### config.mk
export PLATFORM = sky130hd
export DESIGN_NAME = tasf_ram
export DESIGN_NICKNAME = d
export VERILOG_FILES = /design/src/rtl/tasf_ram.sv
export SDC_FILE = /design/constraint.sdc
export NUM_CORES = 1
export LEC_CHECK = 0
export ABC_AREA = 1
export ABC_CLOCK_PERIOD_IN_PS = 8800
export BUFFER_PORTS_ARGS = -buffer_cell sky130_fd_sc_hd__buf_2
export CAP_MARGIN = 0
export CELL_PAD_IN_SITES_DETAIL_PLACEMENT = 1
export CELL_PAD_IN_SITES_GLOBAL_PLACEMENT = 1
export CORE_ASPECT_RATIO = 0.8
export CORE_MARGIN = 2
export CORE_UTILIZATION = 30
export DETAILED_ROUTE_END_ITERATION = 8
export GPL_TIMING_DRIVEN = 0
export HOLD_SLACK_MARGIN = 0.15
export PLACE_DENSITY = 0.49
export SKIP_CTS_REPAIR_TIMING = 1
export SYNTH_ARGS = -nofsm -noshare
export SYNTH_HDL_FRONTEND = slang
export SYNTH_SLANG_ARGS = --single-unit
### constraint.sdc
create_clock -name clk -period 8.8 [get_ports clk]
set_input_delay 1.32 -clock clk [delete_from_list [all_inputs] [get_ports clk]]
set_output_delay 1.32 -clock clk [all_outputs]
set_load 0.005 [all_outputs]
### src/rtl/tasf_ram.sv
// Generic single-port RAM with registered read.
// No dependencies.
module tasf_ram #(
    parameter int WIDTH = 32,
    parameter int DEPTH = 48
) (
    input  logic                     clk,
    input  logic                     we,
    input  logic [$clog2(DEPTH)-1:0] addr,
    input  logic [WIDTH-1:0]         wdata,
    output logic [WIDTH-1:0]         rdata
);
    logic [WIDTH-1:0] mem [DEPTH];

    // Write one entry when enabled; the addressed entry is always read (old data)
    always_ff @(posedge clk)
    begin
        if (we)
        begin
            mem[addr] <= wdata;
        end
        rdata <= mem[addr];
    end
endmodule

After elaboration in Yosys (flattened, before gate mapping)
Memories as Yosys holds them, arrays and structs flattened. A register that Yosys moved wholly into a read port is not among the register bits.
Index checks and enable logic that the tools add are counted.
{ "word_totals": {"ff_bits": 0, "ram_bits": 1536, "in_bits": 40, "output_inout_bits": 32, "wordCells": 3, "n_memories": 1} }
{ "op_classes": {"n_mux": 2} }
{ "mem_list": {"columns": ["name", "depth", "word_bits", "rd", "rd_ports_with_merged_regs", "wr", "line", "text"], "rows": [
  ["mem", 48, 32, 1, 1, 1, "13", "logic [WIDTH-1:0] mem [DEPTH];"]
]} }
{ "op_table": {"columns": ["operator", "count"], "rows": [
  ["1-bit 2-to-1 mux", 2]
]} }

Depth between registers and ports, before layout
{ "depth": {"ltp_word": 2, "depth_mapped": 15, "mapped_depth_nobuf": 11} }

Worst setup path before layout
No wires, ideal clock.
{ "synth_path": {"path_type": "input -> register", "startpoint": "in addr[2]", "endpoint": "mem mem[36][0] (enable)", "setup_time_ns": 0.461, "arrival_time_ns": 4.311, "required_time_ns": 8.339, "path_slack_ns": 4.028, "stages": 7, "n_path_buf": 3, "path_cell_list": "buf_2 inv_1 nor2_2 buf_4 buf_4 inv_1 nor3_1"} }
{ "synth_rtl": {"columns": ["item", "line", "text"], "rows": [
  ["start: declaration", "9", "input logic [$clog2(DEPTH)-1:0] addr,"],
  ["end: declaration", "13", null]
]} }
No word-level cell before the write port.

Worst setup path after layout
{ "layout_path": {"startpoint": "in addr[1]", "endpoint": "mem mem[42][25] (enable)"} }
No word-level cell before the write port.

==> flow_summary_export.csv <==
group,metric,value,unit
status,status,"complete, no violations",
logic_synthesis,edff_count_synth,1536,
logic_synthesis,yosys_most_used_dff,"sky130_fd_sc_hd__edfxtp_1",
cts,ctsLongestPathBuffers,4,
hold_path,hold_path.class,"flip-flop to flip-flop",
run,max-cap-violations,0,
logic_synthesis,seq_area_frac_synth,72.26,%
critical_path,critical_path.endpoint_type,"flip-flop",
die,ios,72,
logic_synthesis,synthesized_netlist_cell_count,5817,
die,placement_rows,152,
die,design.die.area,0.2195,mm²
logic_synthesis,synth.cells.most_frequent,"sky130_fd_sc_hd__nand2_1, sky130_fd_sc_hd__edfxtp_1, sky130_fd_sc_hd__inv_1",
drt,drt_pass1_iterations,5,
logic_synthesis,avgSynthCellArea,11.13,µm²
placement,dp_hpwl,160200,µm
placement,numPortBuffers,65,
finish,layout.nets,6177,
grt,grt_overflow_total,0,
drt,routed-via-count,42860,
drt,drt-wirelength-per-cell,25.69,µm
drt,antenna_violating_nets_post_route,0,
timing,timing.slew.headroom,9.464,%
drt,detail_route.vias_per_cell,4.695,
logic_synthesis,yosys_warning_total,0,
finish,area.growth.synth_to_final,17.49,%
timing,finalSetupViolCount,0,
timing,setup_slack,4.277,ns
timing,timing_worst_slew_pin_value,1.358,ns
timing,fin_worst_hold_slack,0.7656,ns
logic_synthesis,ys_async_sr_fraction,0,%
logic_synthesis,synth.most_common_cell,"sky130_fd_sc_hd__nand2_1",
drt,wire_length_on_met1,110500,µm
critical_path,type_of_element_launching_the_critical_path,"primary input",
cts,path_clk_slew,0.06,ns
die,die_w,523.3,µm
timing,timing.final.max_slew_violations,0,
power_and_ir_drop,power_frac_seq,49.2,%
timing,max_clock_freq,0.2211,GHz
drt,wl_met3,13420,µm
grt,grt_pass1_wl,328400,µm
timing,final_period_minus_worst_setup_slack,4.523,ns
critical_path,critical_path.max_fanout,18,
cts,clock_tree.root_cell,"sky130_fd_sc_hd__clkbuf_16",
cts,cts_tree,"done",
power_and_ir_drop,p_switching,0.003975,W
timing,rsz_0062_raised_after_global_routing,"no",
grt,maximum_number_of_pins_on_one_net_before_global_route_repair,49,
drt,drtIter0Drc,3221,
die,core-area,0.2145,mm²
timing,post-route-period-util,51.40,%
finish,layout.cells.non_filler,9129,
critical_path,crit_arrival,5.05,ns
cts,cts_inserted_buffers,182,
power_and_ir_drop,p_total,0.01683,W
logic_synthesis,synth.top_cells.by_area,"sky130_fd_sc_hd__edfxtp_1, sky130_fd_sc_hd__nand2_1, sky130_fd_sc_hd__inv_1",
finish,layout-drive-gt1-share,11.87,%
logic_synthesis,ys_ff_latch,1568,
cts,cts.sinks,1568,
placement,placedCellCount,8799,
grt,antenna_found_initial,26,
drt,post_detailed_route_drc_marker_count,0,
power_and_ir_drop,pwr-share-clk,44.2,%
logic_synthesis,ys_types,24,
cts,insertion_delay,0.85,ns
power_and_ir_drop,vdd_ir_drop_max,0.0001757,V
power_and_ir_drop,comb_power_share,6.5,%
grt,track_usage,21.26,%
die,floorplan.initialDensity,30.17,%
grt,vias_in_the_first_global_route,43090,
placement,globalplace.congestion,0.9873,
drt,top_routing_layer_in_use,"met4",
drt,routed_wl,234500,µm
critical_path,cp.required,9.32,ns
critical_path,path_class,"primary input to flip-flop",
power_and_ir_drop,power-per-cell-area,221.3,mW/mm²
logic_synthesis,synth_top_area_cell,"sky130_fd_sc_hd__edfxtp_1",
logic_synthesis,synth_top_area_share,71.27,%
die,die_h,419.4,µm
logic_synthesis,synthesis.area,0.06472,mm²
drt,met2_wirelength,103200,µm
power_and_ir_drop,static-leakage-power,29.95,nW
power_and_ir_drop,cellInternalPower,0.01285,W
power_and_ir_drop,power.switching_fraction,23.63,%
placement,place_worst_setup_slack,3.478,ns
timing,skew,0.04632,ns
logic_synthesis,postSynthNetCount,5857,
cts,h-tree-depth,4,
timing,final_hold_viol_count,0,
power groups by stage:
stage / logic (W) / clock network, W / registers, W
2_1_floorplan: 0.000476 / 0 / 0.00844
3_3_place_gp: 0.00108 / 0 / 0.00845
3_5_place_dp: 0.00111 / 0 / 0.00845
4_1_cts: 0.00112 / 0.00761 / 0.00829
5_1_grt: 0.00120 / 0.00789 / 0.00829
6_report: 0.00110 / 0.00744 / 0.00829
layer usage:
layer,global-route usage [%],vias to the layer above
li1,-,19920
met1,30.52,21660
met2,32.76,987
met3,3.791,300
met4,6.190,0
met5,0,-
logic make-up after synthesis:
group           count (synthesis)  synth area share (%)
buf+inv                       791                 5.195
compound gates                352                 3.341
simple gates                 3106                 19.21
flops                        1568                 72.26
sequential cells by signal (all words and copies together), names as in the netlist:
register  flops
mem        1536
rdata        32
placed cells by master (no fill, tap or decap), drive strengths merged:
cell / instances
buf: 339
clkbuf: 315
o21ai: 192
nand4: 5
or2: 161
edfxtp: 1536
clkinvlp: 2
inv: 501
dfxtp: 32
bufinv: 16
nand3: 264
o211ai: 160
nor2: 375
nand2: 2294
nor3: 7
diode: 11
clkinv: 70
final timing paths:
| path | to | cells after the start | slack (ns) | from |
|---|---|---|---|---|
| max | mem[42][25] | 8 | 4.28 | addr[1] |
| min | rdata[0] | 6 | 0.77 | mem[36][0] |
| max reg2reg | rdata[9] | 8 | 6.33 | mem[6][9] |
| min reg2reg | rdata[0] | 6 | 0.77 | mem[36][0] |
worst max-delay path: stages:
cell and delay (ns):
sky130_fd_sc_hd__buf_4 0.28, sky130_fd_sc_hd__inv_4 0.20, sky130_fd_sc_hd__nor2_4 0.38, sky130_fd_sc_hd__buf_2 0.66
sky130_fd_sc_hd__buf_2 0.44, sky130_fd_sc_hd__nand3_1 0.54, sky130_fd_sc_hd__nor2_4 0.84, sky130_fd_sc_hd__buf_12 0.27
layout make-up:
cell class              instances  area (µm²)
flip-flops and latches       1568       46760
diodes                         11       27.53
fillers                     23360      138500
clock inverters                92       835.8
inverters                     497        1868
plain buffers                 294        1494
repair buffers                136        1708
multi-input cells            3458       14940
clock buffers                 224        4836
well taps                    2849        3565
through the flow:
stage	utilization [%]	instance area (µm²)	TNS [ns]
finish	35.45	76040	0
floorplan	-	64720	0
detailed placement	32.76	70270	0
CTS	35.40	75940	0
global placement	31.98	68610	-65.70
global route	35.43	76020	0
(Power assumes the default switching activity.)
