$ cat src/rtl/tasf_pkg.sv
// Package for the three-axis selectable filter: payload structs, register
// indexes, filter mode codes. No dependencies.
package tasf_pkg;

    typedef struct packed {
        logic signed [31:0] raw_x;
        logic signed [31:0] raw_y;
        logic signed [31:0] raw_z;
        logic signed [31:0] cal_x;
        logic signed [31:0] cal_y;
        logic signed [31:0] cal_z;
    } in_item_t;

    typedef struct packed {
        logic signed [31:0] filt_x;
        logic signed [31:0] filt_y;
        logic signed [31:0] filt_z;
        logic        [31:0] magnitude;
    } out_item_t;

    localparam int CFG_W = 24;
    localparam int CFG_IDX_W = 3;

    localparam logic [CFG_IDX_W-1:0] REG_MODE   = 3'd0;
    localparam logic [CFG_IDX_W-1:0] REG_ALPHA  = 3'd1;
    localparam logic [CFG_IDX_W-1:0] REG_QNOISE = 3'd2;
    localparam logic [CFG_IDX_W-1:0] REG_RNOISE = 3'd3;
    localparam logic [CFG_IDX_W-1:0] REG_ERR0   = 3'd4;

    localparam logic [2:0] MODE_NONE   = 3'd0;
    localparam logic [2:0] MODE_IIR    = 3'd1;
    localparam logic [2:0] MODE_AVG    = 3'd2;
    localparam logic [2:0] MODE_MEDIAN = 3'd3;
    localparam logic [2:0] MODE_KALMAN = 3'd4;

    // Divider request/response group
    typedef struct packed {
        logic        start;
        logic [63:0] num;
        logic [63:0] den;
    } div_req_t;

    typedef struct packed {
        logic        done;
        logic [63:0] quo;
    } div_rsp_t;

endpackage

$ cat src/rtl/tasf_div.sv
// Unsigned 64-bit restoring divider, one quotient bit per cycle.
// Depends on tasf_pkg.
module tasf_div (
    input  logic               clk,
    input  logic               rst_n,
    input  tasf_pkg::div_req_t req,
    output tasf_pkg::div_rsp_t rsp
);
    import tasf_pkg::*;

    logic [63:0] rem_reg, rem_next;
    logic [63:0] quo_reg, quo_next;
    logic [63:0] den_reg, den_next;
    logic [6:0]  cnt_reg, cnt_next;
    logic        busy_reg, busy_next;
    logic        done_reg, done_next;
    logic [64:0] trial;

    // Shift in one numerator bit and try a subtract
    always_comb
    begin
        rem_next  = rem_reg;
        quo_next  = quo_reg;
        den_next  = den_reg;
        cnt_next  = cnt_reg;
        busy_next = busy_reg;
        done_next = 1'b0;
        trial     = {rem_reg, quo_reg[63]} - {1'b0, den_reg};
        if (req.start)
        begin
            rem_next  = '0;
            quo_next  = req.num;
            den_next  = req.den;
            cnt_next  = 7'd64;
            busy_next = 1'b1;
        end
        else if (busy_reg)
        begin
            if (!trial[64])
            begin
                rem_next = trial[63:0];
                quo_next = {quo_reg[62:0], 1'b1};
            end
            else
            begin
                rem_next = {rem_reg[62:0], quo_reg[63]};
                quo_next = {quo_reg[62:0], 1'b0};
            end
            cnt_next = cnt_reg - 7'd1;
            if (cnt_reg == 7'd1)
            begin
                busy_next = 1'b0;
                done_next = 1'b1;
            end
        end
    end

    always_ff @(posedge clk or negedge rst_n)
    begin
        if (!rst_n)
        begin
            busy_reg <= 1'b0;
            done_reg <= 1'b0;
            cnt_reg  <= '0;
        end
        else
        begin
            busy_reg <= busy_next;
            done_reg <= done_next;
            cnt_reg  <= cnt_next;
        end
    end

    always_ff @(posedge clk)
    begin
        rem_reg <= rem_next;
        quo_reg <= quo_next;
        den_reg <= den_next;
    end

    assign rsp.done = done_reg;
    assign rsp.quo  = quo_reg;
endmodule

$ cat config.mk
export PLATFORM = sky130hd
export DESIGN_NAME = tasf_div
export DESIGN_NICKNAME = d
export VERILOG_FILES = /design/src/rtl/tasf_pkg.sv /design/src/rtl/tasf_div.sv
export SDC_FILE = /design/constraint.sdc
export NUM_CORES = 1
export LEC_CHECK = 0
export BUFFER_PORTS_ARGS = -buffer_cell sky130_fd_sc_hd__buf_2
export CORE_MARGIN = 2
export CORE_UTILIZATION = 55
export DETAILED_ROUTE_END_ITERATION = 10
export GPL_TIMING_DRIVEN = 0
export PLACE_DENSITY_LB_ADDON = 0.1
export SLEW_MARGIN = 20
export SYNTH_ARGS = -nofsm -noshare
export SYNTH_HDL_FRONTEND = slang
export SYNTH_SLANG_ARGS = --single-unit
$ cat constraint.sdc
create_clock -name clk -period 8.2 [get_ports clk]
set_input_delay 2.46 -clock clk [delete_from_list [all_inputs] [get_ports clk]]
set_output_delay 2.46 -clock clk [all_outputs]
set_load 0.1 [all_outputs]
After elaboration in Yosys (flattened, before gate mapping)
Index checks and enable logic that the tools add are counted.

operators by class
  add/subtract/negate cells = 2
  equality and inequality tests = 1
  muxes and demuxes = 12
  reductions and logical operators = 1

operators with widths
  kind                 number
  $mux 64              3
  $sub 65x64->65       1
  $mux 7               2
  $eq 7x1->1 const B   1
  $mux 1               7
  $sub 7x1->7 const B  1
  $reduce_bool 2->1    1

storage, ports and cells
  register bits after elaboration = 201
  input port bits = 131
  output and inout port bits = 65
  logic and storage cells = 22

Logic depth before layout (Yosys ltp)
  word-level depth = 4
  mapped depth = 15
  depth with buffers taken out = 13

Worst setup path before layout
OpenSTA, ideal clock, no wires.

  path kind = input-to-reg
  start point = input req[128] (netlist bit)
  end point = register quo_reg[0] (enable)
  library setup time = 418 ps
  arrival = 4,185 ps
  data required time = 7,782 ps
  setup slack = 3,597 ps
  cell stages on the path = 4
  path buffers = 2
  cells stage by stage = clkbuf_1 > nor2_1 > clkbuf_1 > inv_1

on the way
  longest elaborated chain between the ends = 1

ends and longest elaborated chain
  what                         line            RTL
  from (decl)                  tasf_div.sv:6   input tasf_pkg::div_req_t req,
  $reduce_bool 2->1 (no line)  n/a
  to (signal assigned)         tasf_div.sv:77  quo_reg <= quo_next;
  to (decl)                    tasf_div.sv:12  logic [63:0] quo_reg, quo_next;

Every way passes these cells.
A chain may end at the register's enable or synchronous reset.

Worst setup path after layout
  start point = input req[128] (netlist bit)
  end point = register quo_reg[60] (data pin)

on the way
  longest elaborated chain between the ends = 1

ends and longest elaborated chain
  what              line            RTL
  $mux 64           tasf_div.sv:29  if (req.start)
  via quo_next[60]  tasf_div.sv:12

The timed path passes the listed nets, and every way through them passes these cells.

==> impl_metrics.csv <==
group,metric,value,unit
route,vias_per_cell,5.73,
cts,htreeDepth,1,
route,drt-pass1-iter-count,5,
synth,yosysSeqAreaShare,45.6,%
synth,synth_common_cells,"143 x nand2_1, 128 x edfxtp_1, 95 x nor2_1",
cts,clockRootBuffer,"clkbuf_16",
outcome,status,"finished clean",
die,core_area,21000,sq um
synth,syn_avg_cell_area,9.70,sq um
setup_path,slowest_stage,"buf_4",
die,row_count,53,
route,vias,9875,
setup_path,reg2reg_from,"rem_reg[28]",
synth,synth-edff-count,128,
power_and_ir_drop,power_density,347,nW/um^2
sta,finalWorstSetupSlack,3260,ps
global_routing,grt_pass1_vias,9540,
synth,postSynthCellCount,1211,
cts,cts_hold_buf,0,
die,ioPinCount,196,
setup_path,cpMostUsedCell,"clkbuf_1",
die,initial_core_util,56.0,%
cts,cts_buffer_depth,3,
sta,max_freq,0.202,GHz
cts,cts_sinks,201,
setup_path,critPathMaxFanout,65,
synth,synth_area,11700,sq um
setup_path,start_kind,"input pin",
global_routing,grt.overflow.total,0,
cts,cts_buffers,23,
finish,fin_nets,1630,
synth,synth_area_leaders,"edfxtp_1 33%, dfxtp_1 11%, ha_1 7.0%",
setup_path,worstSetupPathType,"in2reg",
synth,syn-num-nets,1409,
synth,ys_async_sr_fraction,4.48,%
finish,drive_above_1_share,21.8,%
synth,ys.flop_type,"edfxtp_1",
sta,finalHoldViolCount,0,
die,die_h,150,um
finish,syn2layout_area_growth,18.4,%
setup_path,cpPeakStageDelay,640,ps
synth,ys_types,67,
hold_path,holdPathStages,2,
global_routing,grt_pass1_wl,49400,um
cts,clk_pin_slew,60,ps
placed_design,dp_hpwl,22800,um
power_and_ir_drop,total_power,4.83,mW
route,avgRoutedWirePerCell,18.0,um
cts,cts_setup_buffers,0,
route,drtIter0Drc,726,
synth,synth_seq_cells,201,
finish,num_antenna_cells,0,
sta,finalCriticalPeriod,4940,ps
synth,synth_area_leader_cell,"edfxtp_1",
route,antenna_left,0,
sta,finalCritPeriodShare,60.3,%
sta,rsz0062_at_grt,"no",
global_routing,grt_max_degree,66,
cts,insertion_delay,510,ps
route,drc,0,
placed_design,io_buffers,195,
run,cap_violations,0,
route,wirelength,31100,um
global_routing,antenna_found_initial,0,
finish,fillers,1801,
cts,cts_tree,"done",
sta,relSlewSlack,26.7,%
sta,maxSlewViolCount,0,
synth,synth_most_common_cell,"nand2_1",
finish,utilization,66.4,%
die,dieWidth,150,um
synth,synth_top_area_share,32.7,%
hold_path,hold_start,"rem_reg[50]",
setup_path,cp_data_arrival_time,5210,ps
setup_path,cp-startpoint,"req[128]",
sta,worstMarginPinSlew,1090,ps
power_and_ir_drop,vdd_drop_max,0.212,mV
hold_path,hold_path.class,"reg2reg",
sta,setup_viol,0,
power_and_ir_drop,leakage,6.08,nW
setup_path,path_cells,"buf_4 > clkbuf_1 > clkbuf_1 > clkbuf_1 > mux2_2",
sta,fin_skew,7.31,ps
sta,setup_tns,0,ps
placed_design,gp_congestion,0.940,
setup_path,cp.required,8460,ps
cts,ctsResizeCount,0,
setup_path,rr_worst_depth,12,
synth,yosys_warnings,0,
setup_path,cp-end-kind,"register",
global_routing,track_usage,27.6,%
placed_design,dp_slack,2720,ps
die,design.die.area,22500,sq um
-- layout by cell type (no fill, tap or decap), types with 31 or more instances in the layout --
cell type / Yosys / routed
o21ai_0: 69 / 69
dfxtp_1: 64 / 64
ha_1: 66 / 66
mux2_2: 63 / 63
inv_1: 88 / 87
a21oi_1: 77 / 77
clkbuf_1: 54 / 58
xnor2_1: 31 / 31
edfxtp_1: 128 / 128
a311oi_1: 39 / 39
nand2_1: 143 / 143
nor2_1: 95 / 95
buf_2: 3 / 197
-- worst max-delay path, delay by kind of cell --
| family | cells | cell delay, ps |
|---|---|---|
| mux | 1 | 420 |
| buf+inv | 4 | 2300 |
-- cell type report --
| class | instances | area, sq um | share of cell area [%] |
|---|---|---|---|
| repair buffers | 196 | 1010 | 7.23 |
| multi-input cells | 857 | 5790 | 41.6 |
| clock inverters | 12 | 180 | 1.30 |
| inverters | 88 | 333 | 2.39 |
| plain buffers | 65 | 274 | 1.97 |
| well taps | 275 | 344 | 2.47 |
| flip-flops and latches | 201 | 5350 | 38.5 |
| clock buffers | 30 | 632 | 4.54 |
-- logic make-up after synthesis --
family,synth area share (%)
adder cells (fa/ha/maj),7.20
multiplexers,7.07
AO/OA/AOI/OAI,17.3
flip-flops,45.6
XOR/XNOR,4.10
AND/OR/NAND/NOR,13.7
buffers and inverters,5.15
-- stage by stage --
step | hold WS, ps | std cells | cell area, sq um
floorplan | 453 | 1211 | 11700
global placement | 473 | 1681 | 13100
detailed placement | 481 | 1682 | 13100
CTS | 489 | 1724 | 13900
global route | 510 | 1724 | 13900
finish | 488 | 1724 | 13900
-- metal layers --
layer / GRT usage [%] / part of all wire [%]
met5: 0 / 0
met2: 44.2 / 45
met4: 6.46 / 2.1
met1: 38.6 / 44
met3: 5.82 / 8.9
-- final timing paths --
check | to | slack [ps]
min in group asynchronous | cnt_reg[4] | 1790
max in group asynchronous | busy_reg | 6220
setup / recovery | quo_reg[60] | 3260
hold / removal | rem_reg[50] | 490
hold reg to reg | rem_reg[50] | 490
setup reg to reg | quo_reg[0] | 4080
-- where the power goes --
part / switching, mW / internal [mW] / leakage (nW)
Clock: 0.419 / 0.673 / 0.391
Sequential: 0.159 / 1.30 / 1.93
Combinational: 1.52 / 0.754 / 3.75
Total: 2.10 / 2.73 / 6.08
(Power assumes the default switching activity.)
