$ cat src/rtl/tasf_pkg.sv
// Package for the three-axis selectable filter: payload structs, register
// indexes, filter mode codes. No dependencies.
package tasf_pkg;

    typedef struct packed {
        logic signed [31:0] raw_x;
        logic signed [31:0] raw_y;
        logic signed [31:0] raw_z;
        logic signed [31:0] cal_x;
        logic signed [31:0] cal_y;
        logic signed [31:0] cal_z;
    } in_item_t;

    typedef struct packed {
        logic signed [31:0] filt_x;
        logic signed [31:0] filt_y;
        logic signed [31:0] filt_z;
        logic        [31:0] magnitude;
    } out_item_t;

    localparam int CFG_W = 24;
    localparam int CFG_IDX_W = 3;

    localparam logic [CFG_IDX_W-1:0] REG_MODE   = 3'd0;
    localparam logic [CFG_IDX_W-1:0] REG_ALPHA  = 3'd1;
    localparam logic [CFG_IDX_W-1:0] REG_QNOISE = 3'd2;
    localparam logic [CFG_IDX_W-1:0] REG_RNOISE = 3'd3;
    localparam logic [CFG_IDX_W-1:0] REG_ERR0   = 3'd4;

    localparam logic [2:0] MODE_NONE   = 3'd0;
    localparam logic [2:0] MODE_IIR    = 3'd1;
    localparam logic [2:0] MODE_AVG    = 3'd2;
    localparam logic [2:0] MODE_MEDIAN = 3'd3;
    localparam logic [2:0] MODE_KALMAN = 3'd4;

    // Divider request/response group
    typedef struct packed {
        logic        start;
        logic [63:0] num;
        logic [63:0] den;
    } div_req_t;

    typedef struct packed {
        logic        done;
        logic [63:0] quo;
    } div_rsp_t;

endpackage

$ cat src/rtl/tasf_sqrt.sv
// 64-bit integer square root, one result bit per cycle.
// Depends on tasf_pkg.
module tasf_sqrt (
    input  logic        clk,
    input  logic        rst_n,
    input  logic        start,
    input  logic [63:0] radicand,
    output logic        done,
    output logic [31:0] root
);
    import tasf_pkg::*;

    logic [63:0] val_reg, val_next;
    logic [33:0] rem_reg, rem_next;
    logic [31:0] root_reg, root_next;
    logic [5:0]  cnt_reg, cnt_next;
    logic        busy_reg, busy_next;
    logic        done_reg, done_next;
    logic [35:0] trial;

    // Bring down two bits, try 4*root+1
    always_comb
    begin
        val_next  = val_reg;
        rem_next  = rem_reg;
        root_next = root_reg;
        cnt_next  = cnt_reg;
        busy_next = busy_reg;
        done_next = 1'b0;
        trial     = {rem_reg, val_reg[63:62]} - {2'b00, root_reg, 2'b01};
        if (start)
        begin
            val_next  = radicand;
            rem_next  = '0;
            root_next = '0;
            cnt_next  = 6'd32;
            busy_next = 1'b1;
        end
        else if (busy_reg)
        begin
            val_next = {val_reg[61:0], 2'b00};
            if (!trial[35])
            begin
                rem_next  = trial[33:0];
                root_next = {root_reg[30:0], 1'b1};
            end
            else
            begin
                rem_next  = {rem_reg[31:0], val_reg[63:62]};
                root_next = {root_reg[30:0], 1'b0};
            end
            cnt_next = cnt_reg - 6'd1;
            if (cnt_reg == 6'd1)
            begin
                busy_next = 1'b0;
                done_next = 1'b1;
            end
        end
    end

    always_ff @(posedge clk or negedge rst_n)
    begin
        if (!rst_n)
        begin
            busy_reg <= 1'b0;
            done_reg <= 1'b0;
            cnt_reg  <= '0;
        end
        else
        begin
            busy_reg <= busy_next;
            done_reg <= done_next;
            cnt_reg  <= cnt_next;
        end
    end

    always_ff @(posedge clk)
    begin
        val_reg  <= val_next;
        rem_reg  <= rem_next;
        root_reg <= root_next;
    end

    assign done = done_reg;
    assign root = root_reg;
endmodule
$ cat config.mk
export PLATFORM = sky130hd
export DESIGN_NAME = tasf_sqrt
export DESIGN_NICKNAME = d
export VERILOG_FILES = /design/src/rtl/tasf_pkg.sv /design/src/rtl/tasf_sqrt.sv
export SDC_FILE = /design/constraint.sdc
export NUM_CORES = 1
export LEC_CHECK = 0
export BUFFER_PORTS_ARGS = -buffer_cell sky130_fd_sc_hd__buf_2
export CORE_UTILIZATION = 35
export CTS_CLUSTER_DIAMETER = 60
export DETAILED_ROUTE_END_ITERATION = 12
export GPL_ROUTABILITY_DRIVEN = 0
export GPL_TIMING_DRIVEN = 1
export MAX_ROUTING_LAYER = met4
export PLACE_DENSITY_LB_ADDON = 0.05
export SLEW_MARGIN = 10
export SYNTH_ARGS = -nofsm -noshare
export SYNTH_HDL_FRONTEND = slang
export SYNTH_SLANG_ARGS = --single-unit
export TNS_END_PERCENT = 30
$ cat constraint.sdc
create_clock -name clk -period 8.25 [get_ports clk]
set_input_delay 0.4125 -clock clk [delete_from_list [all_inputs] [get_ports clk]]
set_output_delay 0.4125 -clock clk [all_outputs]
set_load 0.02 [all_outputs]
; Yosys cells after proc, flatten, opt, wreduce, memory -nomap -nowiden
; Index checks and enable logic that the tools add are counted.
[word_totals]
regBits = 138
latch_bits = 0
mem_bits_rw = 0
romBits = 0
in_bits = 67
n_memories = 0
[classes]
n_addsub = 2
multipliers = 0
n_div = 0
n_lt_le_gt_ge = 0
n_eq_ne = 1
n_shift = 0
n_mux = 12
n_bitwise = 0
reduce_logical = 1
[ops]
columns = cell, count
row1 = $mux 64, 2
row2 = $sub 36x34->36, 1
row3 = $mux 34, 1
row4 = $mux 6, 2
row5 = $mux 1, 7
row6 = $eq 6x1->1 const B, 1
row7 = $sub 6x1->6 const B, 1
row8 = $reduce_bool 2->1, 1

; Depth between registers and ports, before layout
; Gate-level depths: netlist of the first run.
[depth]
depth_word = 4
ltp_mapped = 13

; Worst setup path after synthesis of the first run
; No wires, ideal clock.
[synth_timing]
path_kind = register to register
startpoint = reg root_reg[0] (netlist: root[0])
endpoint = reg rem_reg[31]
setup_ns = 0.079
t_arrival_ns = 2.981
required_ns = 8.171
setup_slack_ns = 5.189
path_stages_with_launch = 12
synth_period_minus_slack_ns = 3.061
path_cell_list = dfxtp_1 inv_1 ha_1 o21a_1 nor2_1 o31a_1 o31a_1 a21oi_2 o211ai_1 a211o_1 or4_1 a211oi_2
[synth_via]
elab_chain_cells = 2
[synth_lines]
columns = item, line_no
row1 = from (decl), tasf_sqrt.sv:15  ; logic [31:0] root_reg, root_next;
row2 = from (signal assigned), tasf_sqrt.sv:81  ; root_reg <= root_next;
row3 = $sub 36x34->36, tasf_sqrt.sv:30  ; trial = {rem_reg, val_reg[63:62]} - {2'b00, root_reg, 2'b01};
row4 = $mux 34, tasf_sqrt.sv:42  ; if (!trial[35])
row5 = to (signal assigned), tasf_sqrt.sv:80  ; rem_reg <= rem_next;
row6 = to (decl), tasf_sqrt.sv:14  ; logic [33:0] rem_reg, rem_next;
; Every way passes these cells.
; A chain may end at the register's enable or synchronous reset.

; Final worst setup path of the first run
[layout_timing]
startpoint = reg root_reg[0] (netlist: root[0])
endpoint = reg rem_reg[26]
; The elaborated chain is that of the path after synthesis.

==> results of run 1 <==
==> layout make-up <==
class,instances,area share
clock inverters,14,0.0171
inverters,43,0.0182
multi-input cells,521,0.427
flip-flops and latches,138,0.389
well taps,275,0.0389
clock buffers,18,0.0485
repair buffers,104,0.0608
==> worst max-delay path: cells and delay by family, from the launching register on <==
| family | cells | cell delay [ps] |
|---|---|---|
| AOI/OAI and AO/OA | 8 | 2290 |
| DFF | 1 | 370 |
| buffers and inverters | 2 | 510 |
| adders and majority gates | 1 | 320 |
| and+or+nand+nor | 1 | 60 |
==> final timing paths <==
check,start,endpoint,cells after the start
hold reg to reg,rem_reg[17],rem_reg[19],2
hold / removal,radicand[0],val_reg[0],2
max in group asynchronous,rst_n,busy_reg,2
setup / recovery,root[0],rem_reg[26],12
min in group asynchronous,rst_n,cnt_reg[0],2
setup reg to reg,root[0],rem_reg[26],12
==> stage by stage <==
stage,setup WS [ps],area (um^2)
3_5_place_dp,4550,8260
6_report,4590,8850
2_1_floorplan,5190,7510
4_1_cts,4540,8850
5_1_grt,4350,8850
3_3_place_gp,4640,8260
==> cells in the final DEF, fill, tap and decap left out, types with 35 or more instances in the layout <==
master and n:
buf_2 98, ha_1 35, edfxtp_1 64, dfxtp_1 66, nor2_1 89, a21oi_1 40
mux2i_1 47, nand2_1 52, mux2_2 62, inv_1 42
==> power by group <==
group	total, mW	switching (mW)	internal (mW)
Sequential	0.928	0.0803	0.848
Clock	0.761	0.332	0.428
Combinational	1.45	0.802	0.647
==> routing by layer <==
layer  track usage  vias to the layer above  wire length, um
li1              -                     2840                -
met3        0.0387                       19              765
met5             -                        -                0
met1         0.211                     2724             8130
met2         0.254                      120             7640
met4        0.0634                        0              267
==> kinds of logic after synthesis <==
logic type / count (synthesis) / share of synthesized area
AND/OR/NAND/NOR: 188 / 0.109
AO/OA/AOI/OAI: 158 / 0.143
XOR/XNOR: 30 / 0.0350
multiplexers: 110 / 0.157
flip-flops: 138 / 0.458
buffers and inverters: 78 / 0.0396
adder cells (fa/ha/maj): 35 / 0.0583
==> repair_timing <==
action | CTS | global route
hold endpoints to repair | 8 | 0
hold buffers | 1 | 0
endpoints found under the setup margin | 0 | 0
==> cell usage after synthesis, drive strengths merged, types with 6 or more instances <==
library cell,instances,area [um^2]
inv,43,161
nand3,6,30.0
ha,35,438
clkbuf,28,105
dfxtp,66,1320
buf,7,31.3
nor3,8,40.0
xnor2,22,193
mux2i,47,470
xor2,8,70.1
mux2,63,709
edfxtp,64,1920
a21o,16,120
nor2,89,334
a21oi,41,209
o21a,6,45.0
o21ai,25,125
nand2,53,199
a211oi,27,213
dfrtp,8,200
==> flow_summary_export.csv, run 1 <==
group,metric,value,unit
clock_tree,cts_root_buffer,"clkbuf_16",
clock_tree,cts.sinks,138,
synth,synth-seq-area-share,0.458,
timing,tns,0,ps
timing,timing.fmax,273,MHz
layout,fin_util,0.421,
drt,route.final.wire_length,16800,um
global_routing,track_usage,0.166,
clock_tree,postCtsSetupBuffers,0,
floorplanning,die_w,148,um
pwr,vdd_drop_max,0.139,mV
global_routing,overflow,0,
synth,synth_area,7510,um^2
layout,fillers,2029,
timing,slew_viol_final,0,
layout,regArea,3450,um^2
global_routing,grt_pass1_wl,27900,um
floorplanning,fp-row-count,53,
critical_path,reg2reg_slack,4590,ps
drt,drtIter0Drc,184,
timing,rsz0062_at_grt,"no",
flow_run,maxCapViolations,0,
critical_path,critPathArrivalTime,3990,ps
timing,tightest_slew,894,ps
synth,yosysWarnings,0,
floorplanning,die-area,22000,um^2
clock_tree,clockBufferDepth,2,
timing,setup_viol,0,
drt,drtPass1Iterations,5,
pwr,p_leak,3.96,nW
pwr,p_per_area,355,nW/um^2
layout,final_cells,1113,
global_routing,grt_max_degree,69,
min_path,hold_class,"input port to register",
critical_path,crit_top_cell,"o31a_1",
synth,synth_edf_count,64,
drt,dr_total_vias,5703,
pwr,total_power,3.14,mW
synth,synth_ff_type,"dfxtp_1",
critical_path,worstSetupPathType,"register to register",
timing,layout_min_cycle_time,3660,ps
critical_path,cpPeakStageDelay,620,ps
critical_path,crit_path_start_kind,"register",
layout,largest_register_ffs,64,
run_status,status,"completed",
layout,antenna_cells,0,
synth,async_reset_ff_frac,0.0580,
floorplanning,ios,100,
synth,syn-num-nets,839,
global_routing,first_global_vias,5624,
drt,ant_nets,0,
timing,fin_skew,7.56,ps
global_routing,antenna_found_initial,0,
clock_tree,cts_tree,"built",
synth,synth.distinct_cells,63,
critical_path,cp_slowest_cell,"a211oi_4",
clock_tree,htree_levels,4,
place,port_buffers,99,
floorplanning,die_h,148,um
timing,period_share,0.443,
synth,ys_ff_latch,138,
floorplanning,initial_core_util,0.357,
clock_tree,post_cts_resized,0,
timing,final_hold_viol_count,0,
drt,wl_per_cell,15.1,um
clock_tree,numCtsBuffers,17,
place,dp.cells,1080,
timing,max_slew_margin,0.404,
critical_path,endpoint_kind,"register",
place,dp_hpwl,11300,um
drt,viasPerCell,5.12,
floorplanning,core,21000,um^2
clock_tree,worstSkewPairLatency,430,ps
critical_path,cp_cell_sequence,"inv_1 > ha_1 > o21a_1 > nor2_1 > o31a_1 > o31a_1 > a21oi_2 > o211ai_1 > a211oi_4 > buf_4 > o2111ai_1 > a311oi_1",
critical_path,cp_max_fo,21,
drt,drc,0,
clock_tree,clkSlewWorstSetupHoldPaths,70,ps
synth,avgSynthCellArea,10.2,um^2
timing,hold_ws,258,ps
synth,synth_cells,737,
layout,nets,927,
layout,syn_to_final_growth,17.8,%
critical_path,crit_required,8580,ps
layout,multi_input_area,3780,um^2
layout,drive_above_1_share,0.246,
No activity file was read; power rests on OpenSTA's default activity.
==> inputs of run 2 (changes only) <==
- ABC_AREA: default -> 1
- clock period: 8.25 -> 3.3 ns (I/O delays scaled with it)
==> run 2 against run 1 <==
  * Total power rose to 3.1 times the previous value
  * Synthesized cell count rose by 62%
  * Sequential power rose by 150%
  * Synthesized area rose by 12%
  * Worst setup slack got worse by 3800 ps
  * Global-route usage rose by 4.0 points
==> flow_summary_export.csv, run 2 <==
group,metric,value,unit
critical_path,critPathArrivalTime,2850,ps
global_routing,grt_max_degree,64,
critical_path,r2r_end,"rem_reg[10]",
timing,fin_ws,767,ps
flow_run,maxCapViolations,0,
drt,dr_total_vias,7662,
timing,setup_viol,0,
synth,async_reset_ff_frac,0.0580,
critical_path,crit_path_start,"root[11]",
drt,drtPass1Iterations,5,
drt,drc,0,
floorplanning,ios,100,
layout,final_cells,1655,
clock_tree,clockBufferDepth,2,
pwr,p_sw,4.61,mW
clock_tree,cts.sinks,138,
synth,synth-simple-area-share,0.367,
pwr,p_sw_frac,0.475,
timing,layout_min_cycle_time,2530,ps
synth,synth_top_family_by_area,"simple AND/OR/NAND/NOR gates",
layout,nets,1425,
synth,ys_top_cells_by_area,"edfxtp_1, nand2_1, dfxtp_1",
synth,synth_edf_count,64,
timing,timing.fmax,395,MHz
place,place_ws,753,ps
synth,yosysTopAreaCell,"edfxtp_1",
global_routing,first_global_vias,7403,
pwr,power_frac_comb,0.548,
synth,syn-num-nets,1299,
drt,wl_per_cell,14.0,um
layout,multi_input_area,4180,um^2
drt,viasPerCell,4.63,
floorplanning,die_h,157,um
critical_path,reg2reg_slack,770,ps
synth,avgSynthCellArea,7.05,um^2
critical_path,crit_path_end,"rem_reg[10]",
global_routing,grt_pass1_wl,38200,um
global_routing,track_usage,0.205,
critical_path,cp_max_fo,24,
synth,yosysWarnings,0,
layout,fillers,2559,
timing,rsz0062_at_grt,"no",
synth,synth.most_common_cell,"nand2_1",
drt,ant_nets,0,
floorplanning,die-area,24800,um^2
global_routing,overflow,0,
clock_tree,htree_levels,4,
synth,synth_cells,1197,
synth,synth.distinct_cells,40,
floorplanning,core,23500,um^2
timing,tns,0,ps
critical_path,endpoint_kind,"register",
timing,final_hold_viol_count,0,
synth,yosys-mux-area-fraction,0,
place,dp_hpwl,17000,um
run_status,status,"completed",
critical_path,worstSetupPathType,"register to register",
clock_tree,cts_root_buffer,"clkbuf_16",
floorplanning,initial_core_util,0.359,
place,dp.cells,1587,
critical_path,crit_required,3620,ps
synth,synthTopCellsByCount,"nand2_1, inv_1, nand3_1, dfxtp_1, edfxtp_1",
drt,drtIter0Drc,446,
critical_path,rr_worst_depth,14,
critical_path,crit_path_start_kind,"register",
timing,fin_skew,14.4,ps
synth,synth-xor-area-share,0.0156,
timing,tightest_slew,682,ps
layout,mostFrequentLayoutCells,"nand2_1, inv_1, nand3_1, buf_2, dfxtp_1",
clock_tree,clkSlewWorstSetupHoldPaths,70,ps
timing,period_share,0.768,
clock_tree,postCtsSetupBuffers,0,
floorplanning,fp-row-count,56,
pwr,p_clk_frac,0.217,
place,port_buffers,99,
synth,synth_compound_area_frac,0.0596,
critical_path,crit-reg2reg-launch,"root[11]",
timing,slew_viol_final,0,
clock_tree,worstSkewPairLatency,440,ps
layout,antenna_cells,0,
floorplanning,die_w,157,um
pwr,total_power,9.72,mW
pwr,p_int,5.11,mW
layout,largest_register_ffs,64,
clock_tree,numCtsBuffers,17,
layout,mostFrequentLayoutCell,"nand2_1",
clock_tree,cts_tree,"built",
synth,synth.top_cell.area_share,0.228,
clock_tree,ctsHoldBuffers,36,
pwr,vdd_drop_max,0.397,mV
synth,synth_ff_type,"dfxtp_1",
synth,synth_area,8440,um^2
pwr,p_leak,5.30,nW
drt,route.final.wire_length,23200,um
synth,synthAdderAreaFrac,0.0519,
clock_tree,post_cts_resized,0,
min_path,hold_depth,3,
min_path,hold_class,"input port to register",
layout,fin_util,0.434,
global_routing,antenna_found_initial,0,
layout,syn_to_final_growth,21.1,%
layout,drive_above_1_share,0.147,
layout,regArea,3440,um^2
pwr,seq_power_share,0.235,
synth,synth-seq-area-share,0.408,
timing,max_slew_margin,0.545,
synth,ys_ff_latch,138,
pwr,p_per_area,951,nW/um^2
[run 2: power by group through the flow]
stage	Sequential, mW	Combinational (mW)	Clock (mW)
finish	2.29	5.33	2.10
global route	2.32	6.09	2.23
detailed placement	2.32	5.30	0
CTS	2.29	5.35	2.15
global placement	2.32	5.30	0
floorplan	2.28	4.17	0
[run 2: kinds of logic (layout without fill, tap and decap cells)]
group / count (synthesis) / count (layout)
adders and majority gates: 35 / 35
xor gates and xnor gates: 15 / 15
DFF: 138 / 138
and+or+nand+nor: 721 / 721
buffers and inverters: 204 / 343
AOI/OAI and AO/OA: 84 / 84
[run 2: metal layers]
layer | part of all wire | GRT usage | vias to the layer above
met4 | 0.010 | 0.0513 | 0
met1 | 0.49 | 0.264 | 3479
met3 | 0.037 | 0.0374 | 16
met2 | 0.47 | 0.331 | 133
met5 | 0 | - | -
li1 | - | - | 4034
[run 2: worst min-delay path by stage]
stage,start,endpoint,slack [ps]
finish,radicand[56],val_reg[56],10
CTS,radicand[57],val_reg[57],0.3
floorplan,rst_n,busy_reg,-130
global route,radicand[56],val_reg[56],8
global placement,rst_n,cnt_reg[5],20
detailed placement,rst_n,cnt_reg[4],30
[run 2: critical path, cell delays in order (launching register included)]
cell	delay (ps)
dfxtp_1	330
inv_1	80
ha_1	360
nand2_1	110
inv_1	60
nand2_1	70
nand2_1	140
a21oi_4	200
nand3_2	140
nand2_4	120
nand3_4	270
nand2_4	340
nand2_1	80
nand3_1	70
nand2_1	50
[run 2: final cells by class]
type | instances | area share
multi-input cells | 855 | 0.409
flip-flops and latches | 138 | 0.337
repair buffers | 142 | 0.0913
inverters | 169 | 0.0623
clock buffers | 18 | 0.0420
well taps | 319 | 0.0390
clock inverters | 14 | 0.0201
[run 2: per-stage QoR]
| stage | hold slack [ps] | instance area (um^2) |
|---|---|---|
| after global routing | 7.69 | 10200 |
| after floorplan | -131 | 8440 |
| after detailed placement | 31.4 | 9230 |
| after global placement | 21.5 | 9230 |
| final | 11.0 | 10200 |
| after CTS | 0.273 | 10200 |
==> inputs of run 3 (changes only) <==
- clock period: 3.3 -> 2.3 ns (I/O delays scaled with it)
==> run 3 against run 2 <==
  * Sequential power increased by 46%
  * Worst setup slack got worse by 700 ps
  * Critical endpoint is now rem_reg[12]
  * Critical path type unchanged
  * Clock power increased by 32%
==> flow_summary_export.csv, run 3 (synthesis gave the netlist of run 2 again) <==
group,metric,value,unit
run_status,status,"completed",
critical_path,cp_cell_sequence,"ha_4 > nand2_1 > nand2_1 > nand2_1 > nand2_2 > nand2_2 > a21oi_4 > nor2_4 > buf_12 > nand3_4 > nand2_8 > buf_12 > nand2_1 > nand3_1 > nand2_1",
critical_path,crit_path_start,"rem_reg[18]",
timing,final_hold_viol_count,0,
drt,route.final.wire_length,25000,um
clock_tree,clkSlewWorstSetupHoldPaths,70,ps
pwr,p_per_area,1380,nW/um^2
pwr,vdd_drop_max,0.513,mV
layout,drive_above_1_share,0.248,
timing,fin_skew,17.3,ps
layout,mostFrequentLayoutCell,"nand2_1",
layout,fillers,2411,
critical_path,rr_worst_depth,15,
timing,slew_viol_final,0,
layout,syn_to_final_growth,39.0,%
min_path,hold_class,"input port to asynchronous set/reset pin",
global_routing,grt_pass1_wl,39900,um
pwr,total_power,16.2,mW
critical_path,crit_buf_inv,2,
critical_path,r2r_end,"rem_reg[12]",
critical_path,cp_slowest_cell,"dfxtp_1",
clock_tree,numCtsBuffers,17,
layout,final_cells,1769,
timing,layout_min_cycle_time,2230,ps
critical_path,crit_required,2620,ps
critical_path,cp.depth,15,
drt,dr_total_vias,8109,
layout,antenna_cells,0,
global_routing,overflow,0,
layout,mostFrequentLayoutCells,"nand2_1, inv_1, buf_2, nand3_1, buf_4",
clock_tree,cts_tree,"built",
drt,ant_nets,0,
floorplanning,die_w,157,um
global_routing,track_usage,0.215,
floorplanning,die-area,24800,um^2
drt,wl_met2,12200,um
critical_path,path_delay_family,"simple AND/OR/NAND/NOR gates",
floorplanning,core,23500,um^2
timing,tightest_slew,646,ps
critical_path,crit-reg2reg-launch,"rem_reg[18]",
critical_path,crit_top_cell,"nand2_1",
floorplanning,initial_core_util,0.359,
global_routing,grt_max_degree,65,
critical_path,endpoint_kind,"register",
critical_path,crit_path_end,"rem_reg[12]",
drt,topRoutingLayerUsed,"met4",
timing,timing.fmax,448,MHz
timing,max_slew_margin,0.569,
floorplanning,fp-row-count,56,
drt,wl_met3,718,um
drt,wl_per_cell,14.1,um
critical_path,crit_path_start_kind,"register",
place,dp.cells,1662,
layout,largest_register_ffs,64,
global_routing,antenna_found_initial,0,
drt,drc,0,
drt,viasPerCell,4.58,
critical_path,cpPeakStageDelay,430,ps
place,dp_hpwl,18100,um
critical_path,cp_max_fo,8,
timing,period_share,0.970,
clock_tree,htree_levels,4,
timing,rsz0062_at_grt,"yes",
critical_path,reg2reg_slack,70,ps
clock_tree,clockBufferDepth,2,
drt,drtPass1Iterations,5,
timing,setup_viol,0,
floorplanning,ios,100,
global_routing,first_global_vias,7990,
clock_tree,cts_root_buffer,"clkbuf_16",
critical_path,critPathArrivalTime,2550,ps
clock_tree,cts.sinks,138,
flow_run,maxCapViolations,0,
drt,wirelength_met1,11700,um
drt,drtIter0Drc,403,
place,port_buffers,99,
clock_tree,worstSkewPairLatency,440,ps
layout,nets,1539,
pwr,p_leak,5.89,nW
floorplanning,die_h,157,um
critical_path,worstSetupPathType,"register to register",
-- run 3: cell types whose count changed in the layout (fill, tap and decap cells not counted), sizes merged --
cell         change
buf             +82
bufinv           -2
clkbuf           +2
clkinv           +2
clkinvlp         +1
dlygate4sd3     +30
inv              -1
-- run 3: worst register-to-register path: cells and delay by family, from the launching register on --
family / cells / cell delay, ps
flops: 1 / 430
buf+inv: 2 / 280
simple gates: 11 / 1090
fa+ha+maj: 1 / 250
compound gates: 1 / 70
-- run 3: timing repair --
| action | in CTS | in global routing |
|---|---|---|
| gates resized for setup | 6 | 105 |
| pin swaps | 0 | 19 |
| cloned | 0 | 2 |
| endpoints found under the hold margin | 73 | 0 |
| buffers inserted | 0 | 7 |
| setup endpoints to repair | 8 | 34 |
| hold buffers | 66 | 0 |
-- run 3: layout make-up --
class / instances / area (um^2) / share of cell area
clock buffers: 18 / 429 / 0.0366
repair buffers: 256 / 1960 / 0.167
inverters: 169 / 637 / 0.0543
flip-flops and latches: 138 / 3450 / 0.294
clock inverters: 14 / 159 / 0.0135
multi-input cells: 855 / 4700 / 0.400
well taps: 319 / 399 / 0.0340
-- run 3: metal layers --
metal / track usage / vias up
met1: 0.262 / 3669
met3: 0.0325 / 26
met4: 0.0638 / 0
li1: - / 4277
met5: - / -
met2: 0.364 / 137
-- run 3: stage by stage --
| step | setup TNS (ps) | area [um^2] | util | hold WS [ps] | setup slack (ps) |
|---|---|---|---|---|---|
| after floorplan | 0 | 8450 | - | -181 | 114 |
| after global placement | -101 | 9810 | 0.417 | -27.6 | -89.0 |
| after detailed placement | -121 | 9810 | 0.417 | -28.6 | -64.3 |
| after CTS | 0 | 11100 | 0.470 | 65.8 | 3.14 |
| after global routing | -165 | 11700 | 0.498 | 94.3 | -30.2 |
| final | 0 | 11700 | 0.498 | 71.8 | 69.2 |
-- run 3: worst min-delay path by stage --
stage | depth (start not counted) | to | start | slack [ps]
floorplan | 0 | busy_reg | rst_n | -180
global placement | 1 | cnt_reg[3] | rst_n | -30
detailed placement | 1 | cnt_reg[5] | rst_n | -30
CTS | 2 | done | rst_n | 70
global route | 2 | done | rst_n | 90
finish | 2 | done | rst_n | 70
-- run 3: report_power, final --
part	internal (mW)	total, mW	leakage [nW]	switching, mW
logic	4.20	10.1	4.26	5.86
clock network	1.54	2.78	0.282	1.24
registers	3.01	3.34	1.35	0.324
total	8.75	16.2	5.89	7.42
